$ cat src/design/uar_pkg.sv
// Types, constants and helper functions of the unsigned to ASCII converter.
`default_nettype none

package uar_pkg;

   localparam int VALUE_BITS = 64;
   localparam int STEP_BITS  = 8;
   localparam int CHUNKS     = (VALUE_BITS + STEP_BITS - 1) / STEP_BITS;
   localparam int PAD_BITS   = CHUNKS * STEP_BITS;
   localparam int CHUNK_W    = (CHUNKS > 1) ? $clog2(CHUNKS) : 1;
   localparam int CNT_W      = $clog2(VALUE_BITS + 1);
   localparam int ADDR_W     = $clog2(VALUE_BITS);
   localparam int DIGIT_W    = 4;
   localparam int NUMBER_W   = 64;
   localparam int RADIX_W    = 5;
   localparam int CHAR_W     = 8;
   localparam int COUNT_W    = 7;

   typedef logic [PAD_BITS-1:0]  value_type;
   typedef logic [CHUNK_W-1:0]   chunk_type;
   typedef logic [CNT_W-1:0]     cnt_type;
   typedef logic [ADDR_W-1:0]    addr_type;
   typedef logic [DIGIT_W-1:0]   digit_type;
   typedef logic [RADIX_W-1:0]   radix_type;
   typedef logic [2:0]           occ_type;
   typedef logic [0:0]           qptr_type;

   typedef struct packed {
      logic [NUMBER_W-1:0] number;
      logic [RADIX_W-1:0]  radix;
      logic                upper_case;
   } req_type;

   typedef struct packed {
      logic [CHAR_W-1:0]  char_code;
      logic [COUNT_W-1:0] digit_count;
      logic               last_digit;
   } rsp_type;

   typedef struct packed {
      value_type value;
      radix_type base;
      logic      upper;
   } job_type;

   typedef struct packed {
      logic [STEP_BITS-1:0] q;
      digit_type            rem;
   } step_type;

   typedef struct packed {
      occ_type level;
      logic    pop;
   } rspq_stat_type;

   typedef enum logic [1:0] {
      BK_IDLE,
      BK_DIV,
      BK_EMIT
   } back_state_type;

   localparam radix_type RADIX_MIN     = 5'd2;
   localparam radix_type RADIX_MAX     = 5'd16;
   localparam digit_type DIGIT_TEN     = 4'd10;
   localparam logic [CHAR_W-1:0] ASCII_ZERO    = 8'h30;
   localparam logic [CHAR_W-1:0] ASCII_UPPER_A = 8'h41;
   localparam logic [CHAR_W-1:0] ASCII_LOWER_A = 8'h61;
   localparam occ_type   QDEPTH        = 3'd2;
   localparam chunk_type CHUNK_LAST    = chunk_type'(CHUNKS - 1);

   function automatic radix_type clamp_radix(input radix_type r);
      radix_type b;
      if (r < RADIX_MIN) begin
         b = RADIX_MIN;
      end else if (r > RADIX_MAX) begin
         b = RADIX_MAX;
      end else begin
         b = r;
      end
      return b;
   endfunction

   function automatic value_type to_value(input logic [NUMBER_W-1:0] n);
      return value_type'(n[VALUE_BITS-1:0]);
   endfunction

   // Long division of one chunk of the dividend by a small base, MSB first.
   function automatic step_type div_chunk(input digit_type rem,
                                          input logic [STEP_BITS-1:0] bits,
                                          input radix_type base);
      logic [RADIX_W-1:0] t;
      digit_type          r;
      step_type           s;
      r   = rem;
      s.q = '0;
      for (int i = STEP_BITS - 1; i >= 0; i--) begin
         t = {r, bits[i]};
         if (t >= base) begin
            s.q[i] = 1'b1;
            t      = t - base;
         end
         r = t[DIGIT_W-1:0];
      end
      s.rem = r;
      return s;
   endfunction

   function automatic value_type shift_in(input value_type v,
                                          input logic [STEP_BITS-1:0] q);
      return (v << STEP_BITS) | value_type'(q);
   endfunction

   function automatic logic [CHAR_W-1:0] digit_char(input digit_type d, input logic upper);
      logic [CHAR_W-1:0] c;
      if (d < DIGIT_TEN) begin
         c = ASCII_ZERO + CHAR_W'(d);
      end else if (upper) begin
         c = ASCII_UPPER_A + CHAR_W'(d - DIGIT_TEN);
      end else begin
         c = ASCII_LOWER_A + CHAR_W'(d - DIGIT_TEN);
      end
      return c;
   endfunction

   function automatic logic [COUNT_W-1:0] to_count(input cnt_type c);
      return COUNT_W'(c);
   endfunction

endpackage

`default_nettype wire

$ cat src/design/uar_ram.sv
// Generic single-write, single-read RAM with registered read data.
`default_nettype none

module uar_ram #(
   parameter int WIDTH = 4,
   parameter int DEPTH = 64
) (
   input  wire logic                     clock,
   input  wire logic                     we,
   input  wire logic [$clog2(DEPTH)-1:0] waddr,
   input  wire logic [WIDTH-1:0]         wdata,
   input  wire logic                     re,
   input  wire logic [$clog2(DEPTH)-1:0] raddr,
   output logic      [WIDTH-1:0]         rdata
);

   logic [WIDTH-1:0] mem [DEPTH];

   always_ff @(posedge clock) begin
      if (we) begin
         mem[waddr] <= wdata;
      end
      if (re) begin
         rdata <= mem[raddr];
      end
   end

endmodule

`default_nettype wire

$ cat src/design/uar_front.sv
// Input side: clamps the base, masks the value and queues jobs for the converter.
`default_nettype none

module uar_front (
   input  wire logic              clock,
   input  wire logic              reset,
   input  wire logic              push,
   input  wire uar_pkg::req_type  req_data,
   output logic                   full,
   output logic                   job_vld,
   output uar_pkg::job_type       job_data,
   input  wire logic              job_pop
);

   uar_pkg::job_type  slot_ff [2];
   uar_pkg::job_type  job_new;
   uar_pkg::qptr_type wr_ptr_ff, wr_ptr_in;
   uar_pkg::qptr_type rd_ptr_ff, rd_ptr_in;
   uar_pkg::occ_type  level_ff, level_in;
   logic              accept;
   logic              take;

   assign full     = (level_ff == uar_pkg::QDEPTH);
   assign job_vld  = (level_ff != uar_pkg::occ_type'(0));
   assign job_data = slot_ff[rd_ptr_ff];
   assign accept   = push & ~full;
   assign take     = job_pop & job_vld;

   always_comb begin
      job_new.value = uar_pkg::to_value(req_data.number);
      job_new.base  = uar_pkg::clamp_radix(req_data.radix);
      job_new.upper = req_data.upper_case;
   end

   always_comb begin
      wr_ptr_in = accept ? wr_ptr_ff + uar_pkg::qptr_type'(1) : wr_ptr_ff;
      rd_ptr_in = take ? rd_ptr_ff + uar_pkg::qptr_type'(1) : rd_ptr_ff;
      level_in  = level_ff + uar_pkg::occ_type'(accept) - uar_pkg::occ_type'(take);
   end

   always_ff @(posedge clock) begin
      if (reset) begin
         wr_ptr_ff <= '0;
         rd_ptr_ff <= '0;
         level_ff  <= '0;
      end else begin
         wr_ptr_ff <= wr_ptr_in;
         rd_ptr_ff <= rd_ptr_in;
         level_ff  <= level_in;
      end
   end

   always_ff @(posedge clock) begin
      if (accept) begin
         slot_ff[wr_ptr_ff] <= job_new;
      end
   end

endmodule

`default_nettype wire

$ cat src/design/uar_rspq.sv
// Two-entry result queue that drives the result ports.
`default_nettype none

module uar_rspq (
   input  wire logic              clock,
   input  wire logic              reset,
   input  wire logic              beat_push,
   input  wire uar_pkg::rsp_type  beat_data,
   output logic                   empty,
   output uar_pkg::rsp_type       rsp_data,
   input  wire logic              pop,
   output uar_pkg::rspq_stat_type stat
);

   uar_pkg::rsp_type  slot_ff [2];
   uar_pkg::qptr_type wr_ptr_ff, wr_ptr_in;
   uar_pkg::qptr_type rd_ptr_ff, rd_ptr_in;
   uar_pkg::occ_type  level_ff, level_in;
   logic              take;

   assign empty      = (level_ff == uar_pkg::occ_type'(0));
   assign rsp_data   = slot_ff[rd_ptr_ff];
   assign take       = pop & ~empty;
   assign stat.level = level_ff;
   assign stat.pop   = take;

   always_comb begin
      wr_ptr_in = beat_push ? wr_ptr_ff + uar_pkg::qptr_type'(1) : wr_ptr_ff;
      rd_ptr_in = take ? rd_ptr_ff + uar_pkg::qptr_type'(1) : rd_ptr_ff;
      level_in  = level_ff + uar_pkg::occ_type'(beat_push) - uar_pkg::occ_type'(take);
   end

   always_ff @(posedge clock) begin
      if (reset) begin
         wr_ptr_ff <= '0;
         rd_ptr_ff <= '0;
         level_ff  <= '0;
      end else begin
         wr_ptr_ff <= wr_ptr_in;
         rd_ptr_ff <= rd_ptr_in;
         level_ff  <= level_in;
      end
   end

   always_ff @(posedge clock) begin
      if (beat_push) begin
         slot_ff[wr_ptr_ff] <= beat_data;
      end
   end

endmodule

`default_nettype wire

$ cat src/design/uar_back.sv
// Converter: repeated chunked division into a digit store, then reversed readout.
`default_nettype none

module uar_back (
   input  wire logic                   clock,
   input  wire logic                   reset,
   input  wire logic                   job_vld,
   input  wire uar_pkg::job_type       job_data,
   output logic                        job_pop,
   input  wire uar_pkg::rspq_stat_type stat,
   output logic                        beat_push,
   output uar_pkg::rsp_type            beat_data
);

   uar_pkg::back_state_type state_ff, state_in;
   uar_pkg::value_type      val_ff, val_in;
   uar_pkg::radix_type      base_ff, base_in;
   logic                    upper_ff, upper_in;
   uar_pkg::digit_type      rem_ff, rem_in;
   logic                    nz_ff, nz_in;
   uar_pkg::chunk_type      chunk_ff, chunk_in;
   uar_pkg::cnt_type        count_ff, count_in;
   uar_pkg::cnt_type        left_ff, left_in;
   logic                    rd_vld_ff, rd_vld_in;
   logic                    rd_last_ff, rd_last_in;
   logic                    rd_upper_ff, rd_upper_in;
   uar_pkg::cnt_type        rd_count_ff, rd_count_in;

   uar_pkg::step_type       step;
   logic                    pass_end;
   logic                    more;
   logic                    issue;
   uar_pkg::occ_type        occ_next;
   logic                    ram_we;
   uar_pkg::addr_type       ram_waddr;
   logic                    ram_re;
   uar_pkg::addr_type       ram_raddr;
   uar_pkg::digit_type      ram_rdata;

   assign step     = uar_pkg::div_chunk(rem_ff, val_ff[uar_pkg::PAD_BITS-1 -: uar_pkg::STEP_BITS],
                                        base_ff);
   assign pass_end = (chunk_ff == uar_pkg::CHUNK_LAST);
   assign more     = nz_ff | (|step.q);

   // A read issued now lands in the queue next cycle, so leave room for it
   // after counting the beat already in flight and any pop this cycle.
   assign occ_next = stat.level + uar_pkg::occ_type'(rd_vld_ff) - uar_pkg::occ_type'(stat.pop);
   assign issue    = (state_ff == uar_pkg::BK_EMIT) && (occ_next < uar_pkg::QDEPTH);

   always_comb begin
      state_in = state_ff;
      unique case (state_ff)
         uar_pkg::BK_IDLE: begin
            if (job_vld) begin
               state_in = uar_pkg::BK_DIV;
            end
         end
         uar_pkg::BK_DIV: begin
            if (pass_end && !more) begin
               state_in = uar_pkg::BK_EMIT;
            end
         end
         uar_pkg::BK_EMIT: begin
            if (issue && left_ff == uar_pkg::cnt_type'(1)) begin
               state_in = uar_pkg::BK_IDLE;
            end
         end
         default: state_in = uar_pkg::BK_IDLE;
      endcase
   end

   always_comb begin
      val_in      = val_ff;
      base_in     = base_ff;
      upper_in    = upper_ff;
      rem_in      = rem_ff;
      nz_in       = nz_ff;
      chunk_in    = chunk_ff;
      count_in    = count_ff;
      left_in     = left_ff;
      rd_vld_in   = 1'b0;
      rd_last_in  = rd_last_ff;
      rd_upper_in = rd_upper_ff;
      rd_count_in = rd_count_ff;
      job_pop     = 1'b0;
      ram_we      = 1'b0;
      ram_waddr   = count_ff[uar_pkg::ADDR_W-1:0];
      ram_re      = 1'b0;
      ram_raddr   = uar_pkg::addr_type'(uar_pkg::cnt_type'(left_ff - 1'b1));
      unique case (state_ff)
         uar_pkg::BK_IDLE: begin
            if (job_vld) begin
               job_pop  = 1'b1;
               val_in   = job_data.value;
               base_in  = job_data.base;
               upper_in = job_data.upper;
               rem_in   = '0;
               nz_in    = 1'b0;
               chunk_in = '0;
               count_in = '0;
            end
         end
         uar_pkg::BK_DIV: begin
            val_in   = uar_pkg::shift_in(val_ff, step.q);
            rem_in   = step.rem;
            nz_in    = more;
            chunk_in = chunk_ff + uar_pkg::chunk_type'(1);
            if (pass_end) begin
               // The final remainder of a pass is the next digit, least significant first.
               ram_we   = 1'b1;
               count_in = count_ff + uar_pkg::cnt_type'(1);
               left_in  = count_ff + uar_pkg::cnt_type'(1);
               rem_in   = '0;
               nz_in    = 1'b0;
               chunk_in = '0;
            end
         end
         uar_pkg::BK_EMIT: begin
            if (issue) begin
               ram_re      = 1'b1;
               left_in     = left_ff - uar_pkg::cnt_type'(1);
               rd_vld_in   = 1'b1;
               rd_last_in  = (left_ff == uar_pkg::cnt_type'(1));
               rd_upper_in = upper_ff;
               rd_count_in = count_ff;
            end
         end
         default: begin
         end
      endcase
   end

   always_ff @(posedge clock) begin
      if (reset) begin
         state_ff  <= uar_pkg::BK_IDLE;
         rd_vld_ff <= 1'b0;
      end else begin
         state_ff  <= state_in;
         rd_vld_ff <= rd_vld_in;
      end
   end

   always_ff @(posedge clock) begin
      val_ff      <= val_in;
      base_ff     <= base_in;
      upper_ff    <= upper_in;
      rem_ff      <= rem_in;
      nz_ff       <= nz_in;
      chunk_ff    <= chunk_in;
      count_ff    <= count_in;
      left_ff     <= left_in;
      rd_last_ff  <= rd_last_in;
      rd_upper_ff <= rd_upper_in;
      rd_count_ff <= rd_count_in;
   end

   uar_ram #(
      .WIDTH (uar_pkg::DIGIT_W),
      .DEPTH (uar_pkg::VALUE_BITS)
   ) u_digits (
      .clock (clock),
      .we    (ram_we),
      .waddr (ram_waddr),
      .wdata (step.rem),
      .re    (ram_re),
      .raddr (ram_raddr),
      .rdata (ram_rdata)
   );

   assign beat_push             = rd_vld_ff;
   assign beat_data.char_code   = uar_pkg::digit_char(ram_rdata, rd_upper_ff);
   assign beat_data.digit_count = uar_pkg::to_count(rd_count_ff);
   assign beat_data.last_digit  = rd_last_ff;

endmodule

`default_nettype wire

$ cat src/design/unsigned_to_ascii_radix.sv
// Converts an unsigned value to ASCII digits in base 2 to 16, one digit per beat,
// most significant digit first; every beat carries the digit count and the final
// one is marked. Bases below 2 act as 2, above 16 as 16. The divide unit produces
// one digit per pass over the dividend (one 8-bit chunk of the 64-bit dividend per
// cycle), the digits are written to a small digit store, and they are then read
// back in reverse at one beat per cycle while the result side keeps popping. Up to
// two items wait in the input queue while one is converted, and results wait in a
// two-entry queue.
`default_nettype none

module unsigned_to_ascii_radix (
   input  wire logic             clock,
   input  wire logic             reset,
   input  wire logic             push,
   input  wire uar_pkg::req_type req_data,
   output logic                  full,
   output logic                  empty,
   output uar_pkg::rsp_type      rsp_data,
   input  wire logic             pop
);

   logic                   job_vld;
   uar_pkg::job_type       job_data;
   logic                   job_pop;
   uar_pkg::rspq_stat_type stat;
   logic                   beat_push;
   uar_pkg::rsp_type       beat_data;

   uar_front u_front (
      .clock    (clock),
      .reset    (reset),
      .push     (push),
      .req_data (req_data),
      .full     (full),
      .job_vld  (job_vld),
      .job_data (job_data),
      .job_pop  (job_pop)
   );

   uar_back u_back (
      .clock     (clock),
      .reset     (reset),
      .job_vld   (job_vld),
      .job_data  (job_data),
      .job_pop   (job_pop),
      .stat      (stat),
      .beat_push (beat_push),
      .beat_data (beat_data)
   );

   uar_rspq u_rspq (
      .clock     (clock),
      .reset     (reset),
      .beat_push (beat_push),
      .beat_data (beat_data),
      .empty     (empty),
      .rsp_data  (rsp_data),
      .pop       (pop),
      .stat      (stat)
   );

endmodule

`default_nettype wire

$ cat config.mk
export PLATFORM = sky130hd
export DESIGN_NAME = unsigned_to_ascii_radix
export DESIGN_NICKNAME = d
export VERILOG_FILES = /design/src/design/uar_pkg.sv /design/src/design/uar_ram.sv /design/src/design/uar_front.sv /design/src/design/uar_rspq.sv /design/src/design/uar_back.sv /design/src/design/unsigned_to_ascii_radix.sv
export SDC_FILE = /design/constraint.sdc
export NUM_CORES = 1
export LEC_CHECK = 0
export ABC_AREA = 1
export BUFFER_PORTS_ARGS = -buffer_cell sky130_fd_sc_hd__buf_4
export CAP_MARGIN = 20
export CORE_UTILIZATION = 50
export DETAILED_ROUTE_END_ITERATION = 16
export PLACE_DENSITY_LB_ADDON = 0.12
export SLEW_MARGIN = 20
export SYNTH_ARGS = -nofsm -noshare
export SYNTH_HDL_FRONTEND = slang
export SYNTH_SLANG_ARGS = --single-unit
$ cat constraint.sdc
create_clock -name clock -period 13.7 [get_ports clock]
set_input_delay 4.11 -clock clock [delete_from_list [all_inputs] [get_ports clock]]
set_output_delay 4.11 -clock clock [all_outputs]
set_load 0.03 [all_outputs]
# After elaboration in Yosys (flattened, before gate mapping)

Memory sizes are Yosys's and may differ from the RTL's. A register that Yosys moved wholly into a read port is not among the register bits.
Index checks and enable logic that the tools add are counted.

Magnitude comparators: 12
Bitwise logic cells: 7
Muxes and demuxes: 56
Reductions and logical operators: 16
$add $sub $neg: 23
Eq/ne operators: 10

Operators by type and width:

| cell                                                   | number |
|---|---|
| case mux 64 bit (2 select lines)                       | 1 |
| 2-to-1 mux 64 bit                                      | 1 |
| bitwise OR 64 x 8 -> 64 bit                            | 1 |
| greater-or-equal comparator 5 bit                      | 8 |
| 2-to-1 mux 4 bit                                       | 10 |
| subtractor 4 bit                                       | 8 |
| case mux 7 bit (2 select lines)                        | 2 |
| 2-to-1 mux 1 bit                                       | 26 |
| 2-to-1 mux 7 bit                                       | 3 |
| adder 7 x 8 -> 8 bit (first input constant)            | 2 |
| 2-to-1 mux 8 bit                                       | 2 |
| 2-to-1 mux 5 bit                                       | 2 |
| AND reduction 3 bit                                    | 3 |
| case mux 4 bit (2 select lines)                        | 1 |
| OR reduction 8 bit                                     | 1 |
| adder 6 x 4 -> 7 bit (first input constant)            | 1 |
| adder 7 x 1 -> 7 bit (second input constant)           | 1 |
| == test 7 x 1 -> 1 bit (second input constant)         | 1 |
| subtractor 7 x 1 -> 7 bit (second input constant)      | 1 |
| adder 3 x 1 -> 3 bit                                   | 2 |
| 2-to-1 mux 2 bit                                       | 3 |
| 2-to-1 mux 3 bit                                       | 2 |
| inequality test 2 x 1 -> 1 bit (second input constant) | 3 |
| case mux 2 bit (3 select lines)                        | 1 |
| 25 further kinds                                       | 38 |

Memories kept: 3
Word-level logic and storage cells: 146
Input port bits: 74
Memory bits (writable): 428
Register bits after elaboration: 114
Output and inout bits: 18

Memories:

| memory              | words | bits a word | read ports | clocked after memory_dff | wr ports | line            | text |
|---|---|---|---|---|---|---|---|
| u_back.u_digits.mem | 64    | 4           | 1          | 1                        | 1        | uar_ram.sv:17   | `logic [WIDTH-1:0] mem [DEPTH];` |
| u_front.slot_ff     | 2     | 70          | 1          | 1                        | 1        | uar_front.sv:15 | `uar_pkg::job_type slot_ff [2];` |
| u_rspq.slot_ff      | 2     | 16          | 1          | 1                        | 1        | uar_rspq.sv:15  | `uar_pkg::rsp_type slot_ff [2];` |

# Depth between registers and ports, before layout

Gate-level depths: netlist (run 1).

Depth in word-level cells: 22
Mapped depth: 69
Gate-level depth less buffers: 69

# Hierarchy

Synthesis (run 1) repeated with hierarchy kept, for this count alone.

Cell total of the unflattened synthesis: 2073
Area total of the unflattened synthesis: 24925.2 sq um

By module, submodules not included:

| module    | sequential area each (sq um) | cells an instance | area an instance (sq um) | instances |
|---|---|---|---|---|
| uar_ram   | 7807.5                       | 948               | 10921.7                  | 1 |
| uar_back  | 3093.0                       | 768               | 6757.7                   | 1 |
| uar_front | 4324.1                       | 268               | 5748.0                   | 1 |
| uar_rspq  | 1081.0                       | 89                | 1497.7                   | 1 |

# Worst setup path before layout (run 1)

OpenSTA, ideal clock, no wires.

Path kind: reg-to-reg
Start point: register u_back.base_ff[1]
End point: memory u_back.u_digits.mem[0][2] (data pin)
Library setup time: 514 ps
Stages on the path, launching flop included: 61
Buffers on the path: 0
Setup slack: 4263 ps
Data required time: 13186 ps
Clock period less this slack: 9437 ps
Arrival: 8923 ps
Cell sequence: edfxtp_1 -> inv_1 -> ha_1 -> nand2_1 -> nor2_1 -> o21ai_1 -> nand3_1 -> o21ai_0 -> inv_1 -> ha_1 -> nand2_1 -> inv_1 -> nand2_1 -> nand3_1 -> o21ai_0 -> inv_1 -> ha_1 -> nand2_1 -> (+25 left out) -> or2_1 -> nand2_1 -> ha_1 -> nand2_1 -> nand2_1 -> nand2_1 -> nand2_1 -> nor2_2 -> nand3_1 -> and2_1 -> ha_1 -> nand2_1 -> inv_1 -> a21o_1 -> nor2_2 -> inv_1 -> nand3_1 -> nand2_1

RTL lines:

| item                   | line            | text |
|---|---|---|
| start, declared        | uar_back.sv:17  | `uar_pkg::radix_type base_ff, base_in;` |
| start signal, assigned | uar_back.sv:145 | `base_ff <= base_in;` |
| end, declared          | uar_ram.sv:17   |  |

==> flow_summary.yaml, run 1 <==
flow_run:
  cap_violations: 0
sta:
  hold_violations: 0
  final.min_clock_period_ps: 10970
  skew_ps: 31.8
  max_freq_mhz: 91.2
  fin_crit_sh_pct: 80.1
  max_slew_margin_pct: 32.5
  holdWs_ps: 453
  finalSetupTns_ps: 0
  setup_viol: 0
  grt_setup_unrepaired: "no"
  maxSlewViolCount: 0
  tightest_slew_ps: 1010
cells_and_area:
  fillerInstances: 3873
  nNetsFinal: 2215
  final_common_cell: "edfxtp_1"
  syn_to_final_growth_pct: 12.3
  drive_gt1_share_pct: 11.9
  final_cell_mix: "edfxtp_1, nor2_1, nand2_1"
  final_cells: 2724
global_routing:
  grt_use_total_pct: 21.8
  grt_first_pass_wirelength_mm: 80.5
  antenna_found_initial: 4
  grt_max_degree: 108
  grt_pass1_vias: 14700
  gr-total-overflow: 0
critical_path:
  crit_fanout: 64
  cp-end-kind: "flop"
  crit_slowest_cell: "edfxtp_1"
  reg2reg_depth: 60
  crit_top_cell: "nand2_1"
  cp.required_ps: 14000
  cpPeakStageDelay_ps: 670
  worstSetupPathType: "flop to flop"
  cp-start-kind: "flop"
  critPathArrivalTime_ps: 11260
synth:
  synth_seq_cells: 548
  yosysWarnings: 0
  synth-edff-count: 533
  syn-num-nets: 2136
  synth-main-ff-cell: "edfxtp_1"
  netlist_instances: 1993
  synth_cell_types: 45
  syn_area_sq_mm: 0.0238
  async_flop_share_pct: 0
  syn_avg_cell_area_sq_um: 11.9
  ys_seq_area_share_pct: 68.7
cts:
  cts_tree: "done"
  cts.root.buffer_cell: "clkbuf_16"
  clkLatencyLatePin_ps: 620
  cts_buffer_depth: 3
  cts_num_sinks: 548
  ctsResizeCount: 0
  hold_buffers: 0
  cts.htree.levels: 2
  clk_pin_slew_ps: 60
  cts_setup_buffers: 0
  cts_made_buffers: 55
floorplan:
  die_area_sq_mm: 0.0484
  start_util_pct: 50.9
  rows: 79
  core_sq_mm: 0.0467
  die_width_microns: 220
  fp.dieH_microns: 220
  io_pins: 92
detailed_routing:
  drt-initial-drc-count: 1059
  avgRoutedWirePerCell_microns: 18.9
  drt_wl_total_mm: 51.5
  drc: 0
  num_vias: 14900
  via_per_inst: 5.45
  ant_nets: 0
  dr.pass1.iters: 5
hold_path:
  hp-class: "flop to flop"
  min_delay_path_depth: 0
run_status:
  status: "completed"
placed_design:
  gp_congestion: 0.906
  place_inst: 2622
  place_hpwl_mm: 31.6
  io_buffers: 91
## flip-flops by register name, summed over array words and instances (netlist names), 4 cells and up, named ones only
signal	flops
u_back.u_digits.mem	256
u_back.count_ff	7
u_back.rd_count_ff	7
u_back.rem_ff	4
u_back.base_ff	5
u_back.val_ff	64
u_front.slot_ff	140
u_back.u_digits.rdata	4
u_back.left_ff	7
u_rspq.slot_ff	32
## stage by stage
stage,util (%),setup WS (ps),instance area (sq um)
after global placement,53.5,3380,25000
after detailed placement,53.5,2870,25000
after floorplan,-,4260,23800
after global routing,57.2,1650,26700
final,57.2,2730,26700
after CTS,57.2,2810,26700
## cell families (layout without fill, tap and decap cells)
family	after synthesis	count (layout)	synth area share, %
simple gates	697	697	11.6
compound gates	426	426	10.1
mux	16	16	0.759
other cells	0	1	0
fa+ha+maj	69	69	3.95
buf+inv	213	336	3.89
xor+xnor	24	24	1.04
flops	548	548	68.7
## cell usage after synthesis, types with 14 or more instances
cell | number | area [sq um]
a21oi_1 | 144 | 721
buf_2 | 24 | 120
clkbuf_1 | 43 | 161
dfxtp_1 | 15 | 300
edfxtp_1 | 533 | 16000
ha_1 | 59 | 738
inv_1 | 113 | 424
mux2_2 | 16 | 180
nand2_1 | 244 | 916
nand3_1 | 47 | 235
nor2_1 | 373 | 1400
nor3_1 | 14 | 70.1
o211ai_1 | 54 | 405
o21ai_0 | 153 | 766
o21ai_1 | 36 | 180
xor2_1 | 15 | 131
## layout make-up
type | count | area [sq um] | share of cell area [%]
inverter | 125 | 475 | 1.78
tap | 607 | 759 | 2.85
clock inverter | 43 | 330 | 1.24
antenna | 1 | 2.50 | 0.00938
timing repair buffer | 110 | 830 | 3.11
multi-input combinational | 1232 | 6590 | 24.7
sequential | 548 | 16300 | 61.1
clock buffer | 58 | 1390 | 5.20
## path summary, 6_finish.rpt
check                                  start                                  end  slack [ps]
max              u_back.base_ff[1]$_DFFE_PP_  u_back.u_digits.mem[2][3]$_DFFE_PP_        2730
max reg2reg      u_back.base_ff[1]$_DFFE_PP_  u_back.u_digits.mem[2][3]$_DFFE_PP_        2730
min reg2reg  u_back.rd_count_ff[1]$_DFFE_PP_       u_rspq.slot_ff[1][2]$_DFFE_PP_         450
min          u_back.rd_count_ff[1]$_DFFE_PP_       u_rspq.slot_ff[1][2]$_DFFE_PP_         450
## critical path, delay by kind of cell, from the launching register on
family / cells / cell delay (ps)
compound gates: 7 / 1660
fa+ha+maj: 8 / 2580
buf+inv: 10 / 1480
flops: 1 / 670
simple gates: 35 / 4210
## routing by layer
layer  global-route usage (%)  share of wire [%]  vias to the layer above
met1                     28.6                 43                     7187
met3                     4.78                5.8                       80
li1                         -                  -                     7205
met4                     5.82                2.1                        6
met5                        0               0.10                        -
met2                     36.6                 49                      373
Power of run 1 is not shown: default switching activity piles up to over one toggle a cycle in this logic, so the estimate is an artifact.
==> run 2, diff against run 1 <==
==> constraint.sdc (replaced) <==
create_clock -name clock -period 9.4 [get_ports clock]
set_input_delay 2.82 -clock clock [delete_from_list [all_inputs] [get_ports clock]]
set_output_delay 2.82 -clock clock [all_outputs]
set_load 0.03 [all_outputs]
==> run 2 against run 1 <==
Net effect: maximum frequency up 21%; largest cell class unchanged; register-to-register slack lost 2400 ps; setup slack worse by 2400 ps; highest routed layer unchanged; critical path depth is 1 higher; die area is the same; critical path type unchanged; clock skew down 11 ps; via count increased by 2.9%; hold slack hardly changed; cell area increased by 2.6%; first-iteration DRC count is 24% higher; global-route usage increased by 0.16 points.
==> flow_summary.yaml, run 2 (synthesis gave the netlist of run 1 again) <==
cells_and_area:
  drive_gt1_share_pct: 15.1
  syn_to_final_growth_pct: 15.2
  final_cells: 2753
  reg_top3: "u_back.u_digits.mem: 256 flops, u_front.slot_ff: 140 flops, u_back.val_ff: 64 flops"
  final_cell_mix: "edfxtp_1, nor2_1, nand2_1"
  final_common_cell: "edfxtp_1"
  largest-register: "u_back.u_digits.mem"
  diodes: 0
  nNetsFinal: 2245
  largest_reg_flops: 256
  fillerInstances: 3769
  fin_area_sq_mm: 0.0274
cts:
  clkLatencyLatePin_ps: 610
  cts.root.buffer_cell: "clkbuf_16"
  cts_buffer_depth: 3
  cts_num_sinks: 548
  hold_buffers: 0
  cts.htree.levels: 2
  cts_tree: "done"
  cts_made_buffers: 55
  clk_pin_slew_ps: 60
detailed_routing:
  drt_wl_total_mm: 53.7
  avgRoutedWirePerCell_microns: 19.5
  num_vias: 15300
  drc: 0
  via_per_inst: 5.55
  dr.pass1.iters: 5
  ant_nets: 0
  drt-initial-drc-count: 1311
sta:
  hold_violations: 0
  fin_crit_sh_pct: 96.1
  holdWs_ps: 453
  skew_ps: 20.5
  setup_viol: 0
  maxSlewViolCount: 0
  max_freq_mhz: 111
  final.min_clock_period_ps: 9040
  tightest_slew_ps: 1090
  max_slew_margin_pct: 27.4
  finalSetupTns_ps: 0
placed_design:
  gp_congestion: 0.889
  place_inst: 2634
  place_area_sq_mm: 0.0251
  io_buffers: 91
  place_hpwl_mm: 31.9
critical_path:
  cp.required_ps: 9740
  cpPeakStageDelay_ps: 450
  worstSetupPathType: "flop to flop"
  cp_top_family: "simple AND/OR/NAND/NOR gates"
  cp-end-kind: "flop"
  crit_slowest_cell: "edfxtp_1"
  rrSetupSlack_ps: 360
  critPathArrivalTime_ps: 9380
  worstReg2RegStart: "u_back.rem_ff[1]$_SDFFCE_PP0P_"
  cp-start-kind: "flop"
  rr_endpoint: "u_back.u_digits.mem[58][3]$_DFFE_PP_"
  crit_top_cell: "nand2_1"
  reg2reg_depth: 61
  crit_fanout: 8
  path_buf_inv: 5
floorplan:
  die_area_sq_mm: 0.0484
  fp.dieH_microns: 220
  rows: 79
  io_pins: 92
  die_width_microns: 220
  start_util_pct: 50.9
  core_sq_mm: 0.0467
hold_path:
  min_from: "u_front.rd_ptr_ff$_SDFFE_PP0P_"
  hp-class: "flop to flop"
  min_delay_path_depth: 1
global_routing:
  grt_first_pass_wirelength_mm: 81.1
  gr-total-overflow: 0
  grt_max_degree: 118
  grt_use_total_pct: 22.0
  antenna_found_initial: 2
  grt_pass1_vias: 14900
run_status:
  status: "completed"
flow_run:
  cap_violations: 0
## run 2: cell types whose count changed in the layout (fill, tap and decap cells not counted), moves of 8 or more
cell      delta
nand2_1     -10
nand2_2      +8
buf_4       +18
clkbuf_1     +9
o21ai_2     +12
## run 2: layout make-up
class | count | area (sq um) | area share, %
sequential | 548 | 16300 | 59.6
multi-input combinational | 1232 | 6870 | 25.1
clock buffer | 68 | 1450 | 5.29
timing repair buffer | 140 | 1200 | 4.40
tap | 607 | 759 | 2.78
inverter | 125 | 478 | 1.75
clock inverter | 33 | 295 | 1.08
## run 2: timing repair
item                                    4_1_cts  5_1_grt
pin swaps                                     0       10
gates resized for setup                      10       69
endpoints found under the setup margin      257      264
setup buffers                                 0       10
cloned                                        1        7
## run 2: metal layers
layer,track usage [%],up-vias,wire length [microns]
li1,-,7267,-
met1,28.8,7430,22800
met2,36.1,473,25800
met3,4.33,108,3420
met4,8.32,4,1740
met5,0,-,34
## run 2: worst max path at each step
stage               slack (ps)                                    to  cells past startpoint                            from
global route              -190  u_back.u_digits.mem[58][3]$_DFFE_PP_                     61  u_back.rem_ff[3]$_SDFFCE_PP0P_
floorplan                   60   u_back.u_digits.mem[0][0]$_DFFE_PP_                     59     u_back.base_ff[1]$_DFFE_PP_
detailed placement        -320  u_back.u_digits.mem[30][1]$_DFFE_PP_                     58  u_back.rem_ff[0]$_SDFFCE_PP0P_
finish                     360  u_back.u_digits.mem[58][3]$_DFFE_PP_                     61  u_back.rem_ff[1]$_SDFFCE_PP0P_
global placement            90  u_back.u_digits.mem[30][1]$_DFFE_PP_                     58  u_back.rem_ff[0]$_SDFFCE_PP0P_
CTS                         10  u_back.u_digits.mem[54][3]$_DFFE_PP_                     58  u_back.rem_ff[0]$_SDFFCE_PP0P_
## run 2: metrics by stage
stage,utilization [%],setup slack [ps]
after CTS,57.6,14.6
final,58.6,363
after global placement,53.7,90.0
after global routing,58.6,-190
after floorplan,-,56.7
after detailed placement,53.7,-322
Power of run 2 is left out for the same reason.
